==> src/hdl/sm4_pkg.sv <==
// SM4 package: S-box table, FK/CK constants, round transforms, FSM and
// controller/datapath command types. No dependencies.
`timescale 1ns / 1ps

package sm4_pkg;

  localparam int ROUNDS_DEF = 32;
  localparam int CFG_IDX_W  = 4;
  localparam int WORD_W     = 32;

  // Configuration register indexes
  localparam logic [CFG_IDX_W-1:0] CFG_KEY_HI = CFG_IDX_W'(0);
  localparam logic [CFG_IDX_W-1:0] CFG_KEY_LO = CFG_IDX_W'(1);

  localparam logic [31:0] FK0 = 32'ha3b1bac6;
  localparam logic [31:0] FK1 = 32'h56aa3350;
  localparam logic [31:0] FK2 = 32'h677d9197;
  localparam logic [31:0] FK3 = 32'hb27022dc;

  localparam logic [7:0] SBOX [256] = '{
    8'hd6,8'h90,8'he9,8'hfe,8'hcc,8'he1,8'h3d,8'hb7,8'h16,8'hb6,8'h14,8'hc2,8'h28,8'hfb,8'h2c,8'h05,
    8'h2b,8'h67,8'h9a,8'h76,8'h2a,8'hbe,8'h04,8'hc3,8'haa,8'h44,8'h13,8'h26,8'h49,8'h86,8'h06,8'h99,
    8'h9c,8'h42,8'h50,8'hf4,8'h91,8'hef,8'h98,8'h7a,8'h33,8'h54,8'h0b,8'h43,8'hed,8'hcf,8'hac,8'h62,
    8'he4,8'hb3,8'h1c,8'ha9,8'hc9,8'h08,8'he8,8'h95,8'h80,8'hdf,8'h94,8'hfa,8'h75,8'h8f,8'h3f,8'ha6,
    8'h47,8'h07,8'ha7,8'hfc,8'hf3,8'h73,8'h17,8'hba,8'h83,8'h59,8'h3c,8'h19,8'he6,8'h85,8'h4f,8'ha8,
    8'h68,8'h6b,8'h81,8'hb2,8'h71,8'h64,8'hda,8'h8b,8'hf8,8'heb,8'h0f,8'h4b,8'h70,8'h56,8'h9d,8'h35,
    8'h1e,8'h24,8'h0e,8'h5e,8'h63,8'h58,8'hd1,8'ha2,8'h25,8'h22,8'h7c,8'h3b,8'h01,8'h21,8'h78,8'h87,
    8'hd4,8'h00,8'h46,8'h57,8'h9f,8'hd3,8'h27,8'h52,8'h4c,8'h36,8'h02,8'he7,8'ha0,8'hc4,8'hc8,8'h9e,
    8'hea,8'hbf,8'h8a,8'hd2,8'h40,8'hc7,8'h38,8'hb5,8'ha3,8'hf7,8'hf2,8'hce,8'hf9,8'h61,8'h15,8'ha1,
    8'he0,8'hae,8'h5d,8'ha4,8'h9b,8'h34,8'h1a,8'h55,8'had,8'h93,8'h32,8'h30,8'hf5,8'h8c,8'hb1,8'he3,
    8'h1d,8'hf6,8'he2,8'h2e,8'h82,8'h66,8'hca,8'h60,8'hc0,8'h29,8'h23,8'hab,8'h0d,8'h53,8'h4e,8'h6f,
    8'hd5,8'hdb,8'h37,8'h45,8'hde,8'hfd,8'h8e,8'h2f,8'h03,8'hff,8'h6a,8'h72,8'h6d,8'h6c,8'h5b,8'h51,
    8'h8d,8'h1b,8'haf,8'h92,8'hbb,8'hdd,8'hbc,8'h7f,8'h11,8'hd9,8'h5c,8'h41,8'h1f,8'h10,8'h5a,8'hd8,
    8'h0a,8'hc1,8'h31,8'h88,8'ha5,8'hcd,8'h7b,8'hbd,8'h2d,8'h74,8'hd0,8'h12,8'hb8,8'he5,8'hb4,8'hb0,
    8'h89,8'h69,8'h97,8'h4a,8'h0c,8'h96,8'h77,8'h7e,8'h65,8'hb9,8'hf1,8'h09,8'hc5,8'h6e,8'hc6,8'h84,
    8'h18,8'hf0,8'h7d,8'hec,8'h3a,8'hdc,8'h4d,8'h20,8'h79,8'hee,8'h5f,8'h3e,8'hd7,8'hcb,8'h39,8'h48
  };

  typedef enum logic [2:0] {
    ST_KLOAD,
    ST_KEXP,
    ST_IDLE,
    ST_RUN,
    ST_DONE
  } state_t;

  // Commands from controller to datapath
  typedef struct packed {
    logic load_blk;   // load the accepted block into the word queue
    logic load_key;   // load key ^ FK into the word queue
    logic step;       // advance one round
    logic key_sched;  // round runs the key schedule (else the cipher)
    logic decrypt;    // read round keys in reverse order
    logic capture;    // move the finished block to the output register
  } cmd_t;

  // Status from datapath to controller
  typedef struct packed {
    logic rekey;      // key register written this cycle
    logic out_free;   // output register can take a block this cycle
  } sts_t;

  function automatic logic [31:0] sub_word(input logic [31:0] x);
    return {SBOX[x[31:24]], SBOX[x[23:16]], SBOX[x[15:8]], SBOX[x[7:0]]};
  endfunction

  function automatic logic [31:0] rotl(input logic [31:0] x, input int n);
    return (x << n) | (x >> (32 - n));
  endfunction

  function automatic logic [31:0] l_data(input logic [31:0] t);
    return t ^ rotl(t, 2) ^ rotl(t, 10) ^ rotl(t, 18) ^ rotl(t, 24);
  endfunction

  function automatic logic [31:0] l_key(input logic [31:0] t);
    return t ^ rotl(t, 13) ^ rotl(t, 23);
  endfunction

  // CK constant: byte j of entry i is (4*i + j) * 7 mod 256
  function automatic logic [31:0] ck_const(input logic [7:0] i);
    logic [31:0] v;
    logic [9:0]  p;
    v = '0;
    for (int j = 0; j < 4; j++) begin
      p = ({2'b00, i} << 2) + 10'(j);
      v = {v[23:0], 8'(p * 10'd7)};
    end
    return v;
  endfunction

endpackage

==> src/hdl/sm4_if.sv <==
// SM4 channel interfaces: input item, result item and configuration write.
// Depends on sm4_pkg for the register index width.
`timescale 1ns / 1ps

interface sm4_in_if;
  logic        valid;
  logic        ready;
  logic        mode;
  logic [63:0] block_hi;
  logic [63:0] block_lo;
  modport source (output valid, mode, block_hi, block_lo, input ready);
  modport sink   (input valid, mode, block_hi, block_lo, output ready);
endinterface

interface sm4_out_if;
  logic        valid;
  logic        ready;
  logic [63:0] result_hi;
  logic [63:0] result_lo;
  modport source (output valid, result_hi, result_lo, input ready);
  modport sink   (input valid, result_hi, result_lo, output ready);
endinterface

interface sm4_cfg_if import sm4_pkg::*; ();
  logic                 valid;
  logic                 ready;
  logic [CFG_IDX_W-1:0] index;
  logic [63:0]          data;
  modport source (output valid, index, data, input ready);
  modport sink   (input valid, index, data, output ready);
endinterface

==> src/hdl/sm4_block_cipher_core.sv <==
// SM4 core: the single shared round unit does one round per cycle for 32 rounds, after a load
// and before a capture; a new item is taken only once the last one is in the output register.
// Key expansion runs after reset and after each key write; the input channel is not ready
// meanwhile. Reset (rst, synchronous) clears the key to zero and expands it. The output
// register lets a result wait while the next item runs.
`timescale 1ns / 1ps

module sm4_block_cipher_core import sm4_pkg::*; #(
  parameter int ROUNDS = ROUNDS_DEF
) (
  input logic       clk,
  input logic       rst,
  sm4_in_if.sink    block_in,
  sm4_out_if.source result_out,
  sm4_cfg_if.sink   cfg
);

  localparam int CW = $clog2(ROUNDS);

  cmd_t          cmd;
  sts_t          sts;
  logic [CW-1:0] rnd;

  // Key writes are always taken; a write to a key register restarts expansion
  assign cfg.ready = 1'b1;

  // Controller: walks key load, key expansion, idle, cipher rounds and capture
  sm4_ctrl #(
    .ROUNDS (ROUNDS),
    .CW     (CW)
  ) u_ctrl (
    .clk      (clk),
    .rst      (rst),
    .in_valid (block_in.valid),
    .in_mode  (block_in.mode),
    .in_ready (block_in.ready),
    .sts      (sts),
    .cmd      (cmd),
    .rnd      (rnd)
  );

  // Datapath: key registers, round keys, round unit and result register
  sm4_dp #(
    .ROUNDS (ROUNDS),
    .CW     (CW)
  ) u_dp (
    .clk       (clk),
    .rst       (rst),
    .cmd       (cmd),
    .rnd       (rnd),
    .sts       (sts),
    .block_hi  (block_in.block_hi),
    .block_lo  (block_in.block_lo),
    .cfg_we    (cfg.valid),
    .cfg_index (cfg.index),
    .cfg_data  (cfg.data),
    .out_valid (result_out.valid),
    .out_ready (result_out.ready),
    .result_hi (result_out.result_hi),
    .result_lo (result_out.result_lo)
  );

endmodule

==> src/hdl/sm4_ctrl.sv <==
// SM4 controller: sequences key expansion, cipher rounds and result capture.
// Depends on sm4_pkg (state_t, cmd_t, sts_t).
`timescale 1ns / 1ps

module sm4_ctrl import sm4_pkg::*; #(
  parameter int ROUNDS = ROUNDS_DEF,
  parameter int CW     = $clog2(ROUNDS)
) (
  input  logic          clk,
  input  logic          rst,
  input  logic          in_valid,
  input  logic          in_mode,
  output logic          in_ready,
  input  sts_t          sts,
  output cmd_t          cmd,
  output logic [CW-1:0] rnd
);

  localparam logic [CW-1:0] LAST = CW'(ROUNDS - 1);

  state_t        state, state_next;
  logic [CW-1:0] cnt, cnt_next;
  logic          decrypt, decrypt_next;
  logic          accept;

  assign accept = in_valid && in_ready;
  assign rnd    = cnt;

  always_ff @(posedge clk) begin
    if (rst) begin
      state   <= ST_KLOAD;
      cnt     <= '0;
      decrypt <= 1'b0;
    end else begin
      state   <= state_next;
      cnt     <= cnt_next;
      decrypt <= decrypt_next;
    end
  end

  always_comb begin
    state_next   = state;
    cnt_next     = cnt;
    decrypt_next = decrypt;
    cmd          = '0;
    cmd.decrypt  = decrypt;
    in_ready     = 1'b0;
    unique case (state)
      ST_KLOAD: begin
        cmd.load_key = 1'b1;
        cnt_next     = '0;
        state_next   = ST_KEXP;
      end
      ST_KEXP: begin
        cmd.step      = 1'b1;
        cmd.key_sched = 1'b1;
        cnt_next      = cnt + 1'b1;
        if (cnt == LAST) begin
          state_next = ST_IDLE;
        end
      end
      ST_IDLE: begin
        in_ready = 1'b1;
        if (accept) begin
          cmd.load_blk = 1'b1;
          decrypt_next = in_mode;
          cnt_next     = '0;
          state_next   = ST_RUN;
        end
      end
      ST_RUN: begin
        cmd.step = 1'b1;
        cnt_next = cnt + 1'b1;
        if (cnt == LAST) begin
          state_next = ST_DONE;
        end
      end
      ST_DONE: begin
        if (sts.out_free) begin
          cmd.capture = 1'b1;
          state_next  = ST_IDLE;
        end
      end
      default: begin
        state_next = ST_KLOAD;
      end
    endcase
    // A key write restarts the schedule from the new key
    if (sts.rekey) begin
      state_next = ST_KLOAD;
    end
  end

  a_accept_starts_run: assert property (@(posedge clk) disable iff (rst)
    (accept && !sts.rekey) |=> (state == ST_RUN && cnt == '0))
    else $error("accepted item did not start at round zero");

  a_capture_free: assert property (@(posedge clk) disable iff (rst)
    cmd.capture |-> sts.out_free)
    else $error("capture into an occupied output register");

  a_rekey_restart: assert property (@(posedge clk) disable iff (rst)
    sts.rekey |=> (state == ST_KLOAD && !in_ready))
    else $error("key write did not restart the key schedule");

endmodule

==> src/hdl/sm4_dp.sv <==
// SM4 datapath: key registers, round-key store, shared round unit and
// output register. Depends on sm4_pkg (transforms, constants, cmd_t, sts_t).
`timescale 1ns / 1ps

module sm4_dp import sm4_pkg::*; #(
  parameter int ROUNDS = ROUNDS_DEF,
  parameter int CW     = $clog2(ROUNDS)
) (
  input  logic                 clk,
  input  logic                 rst,
  input  cmd_t                 cmd,
  input  logic [CW-1:0]        rnd,
  output sts_t                 sts,
  input  logic [63:0]          block_hi,
  input  logic [63:0]          block_lo,
  input  logic                 cfg_we,
  input  logic [CFG_IDX_W-1:0] cfg_index,
  input  logic [63:0]          cfg_data,
  output logic                 out_valid,
  input  logic                 out_ready,
  output logic [63:0]          result_hi,
  output logic [63:0]          result_lo
);

  logic [63:0]       key_hi, key_lo;
  logic [31:0]       rk [ROUNDS];
  logic [31:0]       w [4];
  logic [CW-1:0]     kidx;
  logic [31:0]       rkey, x, t, f;

  assign sts.rekey    = cfg_we && (cfg_index == CFG_KEY_HI || cfg_index == CFG_KEY_LO);
  assign sts.out_free = !out_valid || out_ready;

  always_ff @(posedge clk) begin
    if (rst) begin
      key_hi <= '0;
      key_lo <= '0;
    end else if (cfg_we) begin
      if (cfg_index == CFG_KEY_HI) begin
        key_hi <= cfg_data;
      end
      if (cfg_index == CFG_KEY_LO) begin
        key_lo <= cfg_data;
      end
    end
  end

  // Round unit: one round of either the key schedule or the cipher
  assign kidx = cmd.decrypt ? CW'(ROUNDS - 1) - rnd : rnd;
  assign rkey = cmd.key_sched ? ck_const(8'(rnd)) : rk[kidx];
  assign x    = w[1] ^ w[2] ^ w[3] ^ rkey;
  assign t    = sub_word(x);
  assign f    = w[0] ^ (cmd.key_sched ? l_key(t) : l_data(t));

  // Word queue: oldest word in w[0], newest round output enters at w[3]
  always_ff @(posedge clk) begin
    if (cmd.load_key) begin
      w[0] <= key_hi[63:32] ^ FK0;
      w[1] <= key_hi[31:0]  ^ FK1;
      w[2] <= key_lo[63:32] ^ FK2;
      w[3] <= key_lo[31:0]  ^ FK3;
    end else if (cmd.load_blk) begin
      w[0] <= block_hi[63:32];
      w[1] <= block_hi[31:0];
      w[2] <= block_lo[63:32];
      w[3] <= block_lo[31:0];
    end else if (cmd.step) begin
      w[0] <= w[1];
      w[1] <= w[2];
      w[2] <= w[3];
      w[3] <= f;
    end
  end

  always_ff @(posedge clk) begin
    if (cmd.step && cmd.key_sched) begin
      rk[rnd] <= f;
    end
  end

  always_ff @(posedge clk) begin
    if (rst) begin
      out_valid <= 1'b0;
    end else if (cmd.capture) begin
      out_valid <= 1'b1;
    end else if (out_ready) begin
      out_valid <= 1'b0;
    end
  end

  // Final words go out in reversed order
  always_ff @(posedge clk) begin
    if (cmd.capture) begin
      result_hi <= {w[3], w[2]};
      result_lo <= {w[1], w[0]};
    end
  end

endmodule

==> src/flat_wrapper.sv <==
// flat-port wrapper written by rule: the top's interface ports become plain ports
module sm4_block_cipher_core_flat import sm4_pkg::*;
#(
  parameter int ROUNDS = ROUNDS_DEF
)
  (clk, rst, block_in_valid, block_in_mode, block_in_block_hi, block_in_block_lo, block_in_ready, result_out_valid, result_out_result_hi, result_out_result_lo, result_out_ready, cfg_valid, cfg_index, cfg_data, cfg_ready);
  sm4_in_if block_in_i ();
  sm4_out_if result_out_i ();
  sm4_cfg_if cfg_i ();
  input logic clk;
  input logic rst;
  input wire logic [$bits(block_in_i.valid)-1:0] block_in_valid;
  input wire logic [$bits(block_in_i.mode)-1:0] block_in_mode;
  input wire logic [$bits(block_in_i.block_hi)-1:0] block_in_block_hi;
  input wire logic [$bits(block_in_i.block_lo)-1:0] block_in_block_lo;
  output wire logic [$bits(block_in_i.ready)-1:0] block_in_ready;
  output wire logic [$bits(result_out_i.valid)-1:0] result_out_valid;
  output wire logic [$bits(result_out_i.result_hi)-1:0] result_out_result_hi;
  output wire logic [$bits(result_out_i.result_lo)-1:0] result_out_result_lo;
  input wire logic [$bits(result_out_i.ready)-1:0] result_out_ready;
  input wire logic [$bits(cfg_i.valid)-1:0] cfg_valid;
  input wire logic [$bits(cfg_i.index)-1:0] cfg_index;
  input wire logic [$bits(cfg_i.data)-1:0] cfg_data;
  output wire logic [$bits(cfg_i.ready)-1:0] cfg_ready;
  assign block_in_i.valid = block_in_valid;
  assign block_in_i.mode = block_in_mode;
  assign block_in_i.block_hi = block_in_block_hi;
  assign block_in_i.block_lo = block_in_block_lo;
  assign block_in_ready = block_in_i.ready;
  assign result_out_valid = result_out_i.valid;
  assign result_out_result_hi = result_out_i.result_hi;
  assign result_out_result_lo = result_out_i.result_lo;
  assign result_out_i.ready = result_out_ready;
  assign cfg_i.valid = cfg_valid;
  assign cfg_i.index = cfg_index;
  assign cfg_i.data = cfg_data;
  assign cfg_ready = cfg_i.ready;
  sm4_block_cipher_core #(.ROUNDS(ROUNDS)) u_core (.clk(clk), .rst(rst), .block_in(block_in_i), .result_out(result_out_i), .cfg(cfg_i));
endmodule
==> config.mk <==
export PLATFORM = sky130hd
export DESIGN_NAME = sm4_block_cipher_core_flat
export DESIGN_NICKNAME = d
export VERILOG_FILES = /design/src/hdl/sm4_pkg.sv /design/src/hdl/sm4_if.sv /design/src/hdl/sm4_block_cipher_core.sv /design/src/hdl/sm4_ctrl.sv /design/src/hdl/sm4_dp.sv /design/src/flat_wrapper.sv
export SDC_FILE = /design/constraint.sdc
export NUM_CORES = 2
export LEC_CHECK = 0
export BUFFER_PORTS_ARGS = -buffer_cell sky130_fd_sc_hd__clkbuf_2
export CAP_MARGIN = 30
export CORE_ASPECT_RATIO = 1.4
export CORE_MARGIN = 2
export CORE_UTILIZATION = 41
export CTS_CLUSTER_DIAMETER = 40
export DETAILED_ROUTE_END_ITERATION = 10
export PLACE_DENSITY = 0.55
export SLEW_MARGIN = 20
export SYNTH_ARGS = -nofsm -noshare
export SYNTH_HDL_FRONTEND = slang
export SYNTH_SLANG_ARGS = --single-unit
==> constraint.sdc <==
create_clock -name clk -period 10.6 [get_ports clk]
set_input_delay 2.12 -clock clk [delete_from_list [all_inputs] [get_ports clk]]
set_output_delay 2.12 -clock clk [all_outputs]
set_load 0.005 [all_outputs]
==> results <==
- The flow ran to the end, and the final reports show no timing, DRC or antenna violations.
- The total number of H-tree levels is 4.
- The via count of the first global-routing pass was 67.9k.
- Setup violations remaining at the end of the flow were counted as 0.
- The final layout contains routed wiring with a total length of 379000 µm.
- Row generation in the floorplan step produced 193 rows.
- The DRC marker count from the first detailed-route iteration is 9808.
- The number of distinct library cell variants in the gate-level netlist after synthesis is 134.
- The floorplan step defined a core boundary enclosing 0.197 mm².
- The count of final hold-check violations is 0.
- The overall die height is 530 µm.
- The share of async-settable or async-resettable flops after synthesis is 0%.
- The post-synthesis instance total is 7333.
- The netlist area before placement is 0.0812 mm².
- The largest single stage delay on the critical path is 0.96 ns.
- Based on the critical path, the design can be clocked at up to 0.106 GHz.
- The area enclosed by the die boundary is 0.202 mm².
- The first global-routing pass estimated 524000 µm of wire.
- The number of violations of the max-capacitance limit is 0.
- The post-detailed-route wirelength per cell is 36.8 µm.
- The average footprint of a synthesized cell is 11.1 µm².
- The initial antenna violation count is 12.
- Before antenna repair, the detailed router went through 7 iterations.
- Clock skew on the completed layout was measured at 0.0729 ns.
- The relative slew slack is 24.3%.
- Clock tree synthesis selected as its root buffer the cell clkbuf_16.
- In this run the remaining antenna-violating nets after routing total 0.
- In the finished design, the share of the clock period the worst path needs comes to 88.9%.
- The number of resized instances in the post-cts repair step is 0.
- The number of flops mapped to enable cells by yosys is 1280.
- Setup repair after global routing left no endpoint under its margin.
- Counting along the longest clock path gives a buffer depth of 4.
- For this block, the via count after detailed routing is 70.4k.
- Entering global routing, the biggest net connects 171 pins.
- Clock-pin slew was measured on the worst setup and hold paths at 0.06 ns.
- The kind of critical path is reg2reg.
- The smallest clock period supported by the final layout is computed as 9.42 ns.
- The effective utilization at floorplan is 41.2%.
- Compared with the post-synthesis result, the final layout area differs by 13.7%.
- The nature of the critical path endpoint is a flip-flop.
- Once layout is complete, the utilization of the core stands at 46.8%.
- The detail-routed via count per cell is 6.84.
- Along the worst path, the maximum fanout reaches 63.
- The number of nets in the synthesized netlist is 7597.
- Input and output buffers added on the ports amount to 331.
- Of the cells placed in the final design, the portion with a size suffix greater than 1 is 20.2%.
- The number of register bits inferred by synthesis is 1418.
- The final count of pins violating max slew is 0.
- The number of hold buffers added after CTS was 0.
- The leftover overflow at the end of global routing is 0.
- Measured along the x axis, the die boundary spans 380 µm.
- The slew at the pin closest to its max-slew limit is 1.13 ns.
- The clock reaches the later pin of the worst-skew pair after 0.87 ns.
- The worst min-delay path class is reg2reg.
- After the last flow step, the layout net total stands at 7795.
- The sequential share of the synthesized area is 50.8%.
- Buffers added to address setup during post-CTS repair amount to 0.
- Among the stages of the critical path, the cell type that occurs most often is buf_4.
- TritonCTS built the clock tree.
- The total number of yosys warnings is 0.
- TritonCTS created 178 clock buffers.
- The slowest cell on the critical path is dfxtp_4.
- The congestion estimate from routability-driven global placement came to 1.04.
- The nature of the critical path startpoint is a flip-flop.
- 333 I/O pins were placed.
- The final hold slack is 0.453 ns.
- The wire-length estimate of the detail-placed layout is 257000 µm.
- The most frequently used flop master after synthesis is edfxtp_1.
- The data required time at the worst endpoint is 11.22 ns.
- Global routing used 36.2% of the available tracks.
- The total number of clock tree sinks is 1418.
- The total negative slack for setup checks is 0 ns.
- The data arrival time of the critical path is 10.04 ns.
- The DRC violations left is 0.
[flip-flops by register name, indices dropped and copies added, names as in the netlist]
name	flops
u_core.u_dp.rk	1024
u_core.u_ctrl.state	3
u_core.u_dp.w	128
u_core.u_ctrl.decrypt	1
u_core.u_dp.key_hi	64
u_core.u_dp.result_lo	64
u_core.u_dp.key_lo	64
u_core.u_dp.result_hi	64
u_core.u_ctrl.rnd	5
u_core.u_dp.out_valid	1
[metrics by stage]
step,std cells,area (µm²),setup slack (ns)
5_1_grt,10300,92300,1.07
4_1_cts,10291,92200,1.66
6_report,10303,92300,1.18
2_1_floorplan,7333,81200,2.46
3_3_place_gp,9967,86100,1.41
3_5_place_dp,9978,86300,1.68
[path summary, 6_finish.rpt]
check	end	start	slack (ns)	depth (start not counted)
hold reg to reg	u_core.u_dp.key_hi[46]$_SDFFE_PP0P_	u_core.u_dp.key_hi[46]$_SDFFE_PP0P_	0.45	2
hold / removal	u_core.u_dp.key_hi[46]$_SDFFE_PP0P_	u_core.u_dp.key_hi[46]$_SDFFE_PP0P_	0.45	2
setup / recovery	u_core.u_dp.rk[18][27]$_DFFE_PP_	u_core.u_ctrl.rnd[1]$_SDFFE_PP0P_	1.18	25
setup reg to reg	u_core.u_dp.rk[18][27]$_DFFE_PP_	u_core.u_ctrl.rnd[1]$_SDFFE_PP0P_	1.18	25
[critical path: cells and delay by family, from the launching register on]
kind                       cells  cell delay (ns)
DFF                            1             0.96
adders and majority gates      1             0.93
buffers and inverters          6             2.20
xor gates and xnor gates       4             1.16
and+or+nand+nor                6             1.43
AOI/OAI and AO/OA              8             2.33
[Yosys cell counts (all sizes together), types with 54 or more instances]
| library cell | n | area, µm² |
|---|---|---|
| a211oi | 78 | 603 |
| a21oi | 613 | 3070 |
| a221oi | 174 | 1530 |
| a22oi | 165 | 1240 |
| a31oi | 122 | 778 |
| buf | 428 | 2800 |
| clkbuf | 228 | 857 |
| dfxtp | 138 | 2760 |
| edfxtp | 1280 | 38400 |
| ha | 54 | 676 |
| inv | 59 | 221 |
| mux2 | 199 | 2240 |
| mux2i | 260 | 2600 |
| mux4 | 120 | 2700 |
| nand2 | 847 | 3200 |
| nand3 | 121 | 606 |
| nor2 | 512 | 1970 |
| nor3 | 126 | 673 |
| o211ai | 96 | 741 |
| o21ai | 394 | 1980 |
| o221ai | 79 | 709 |
| o22a | 55 | 482 |
| o22ai | 155 | 988 |
| xnor2 | 149 | 1380 |
| xor2 | 112 | 1110 |
[layout by cell type, fill, tap and decap left out, drive strengths merged, types with 38 or more instances in the layout]
master / n
a211oi: 78
o21a: 38
xnor2: 149
mux2: 199
buf: 344
clkinv: 56
inv: 86
xor2: 112
mux4: 120
a21oi: 613
edfxtp: 1280
a31oi: 122
o211ai: 96
nand3: 121
nor2: 512
o221ai: 79
a221oi: 174
o22a: 55
o21ai: 394
ha: 54
nor3: 126
o22ai: 155
dfxtp: 138
mux2i: 260
a22oi: 165
clkbuf: 525
nand2: 847
[per-layer routing]
metal	up-vias	part of all wire, %	GRT usage, %
li1	28899	-	-
met1	35386	35	42.0
met2	4896	48	60.7
met3	1268	8.9	6.43
met4	0	8.5	25.8
met5	-	0	0
[final cells by class]
class / instances / area [µm²]
multi-input cells: 5197 / 37000
inverters: 61 / 235
flip-flops and latches: 1418 / 41200
clock inverters: 119 / 1330
clock buffers: 194 / 4560
repair buffers: 675 / 4650
fillers: 18167 / 105000
diodes: 7 / 17.5
well taps: 2632 / 3290
[cells by family after synthesis]
group | count (synthesis) | synth area share, %
AO/OA/AOI/OAI | 2389 | 20.1
XOR/XNOR | 279 | 3.58
adder cells (fa/ha/maj) | 63 | 1.04
buffers and inverters | 718 | 4.80
flip-flops | 1418 | 50.8
multiplexers | 579 | 9.30
other | 1 | 0.00462
AND/OR/NAND/NOR | 1886 | 10.4
Power is left out: the tool's default activity adds up to more than one toggle a clock period on the data nets, which glitch-free logic cannot reach.
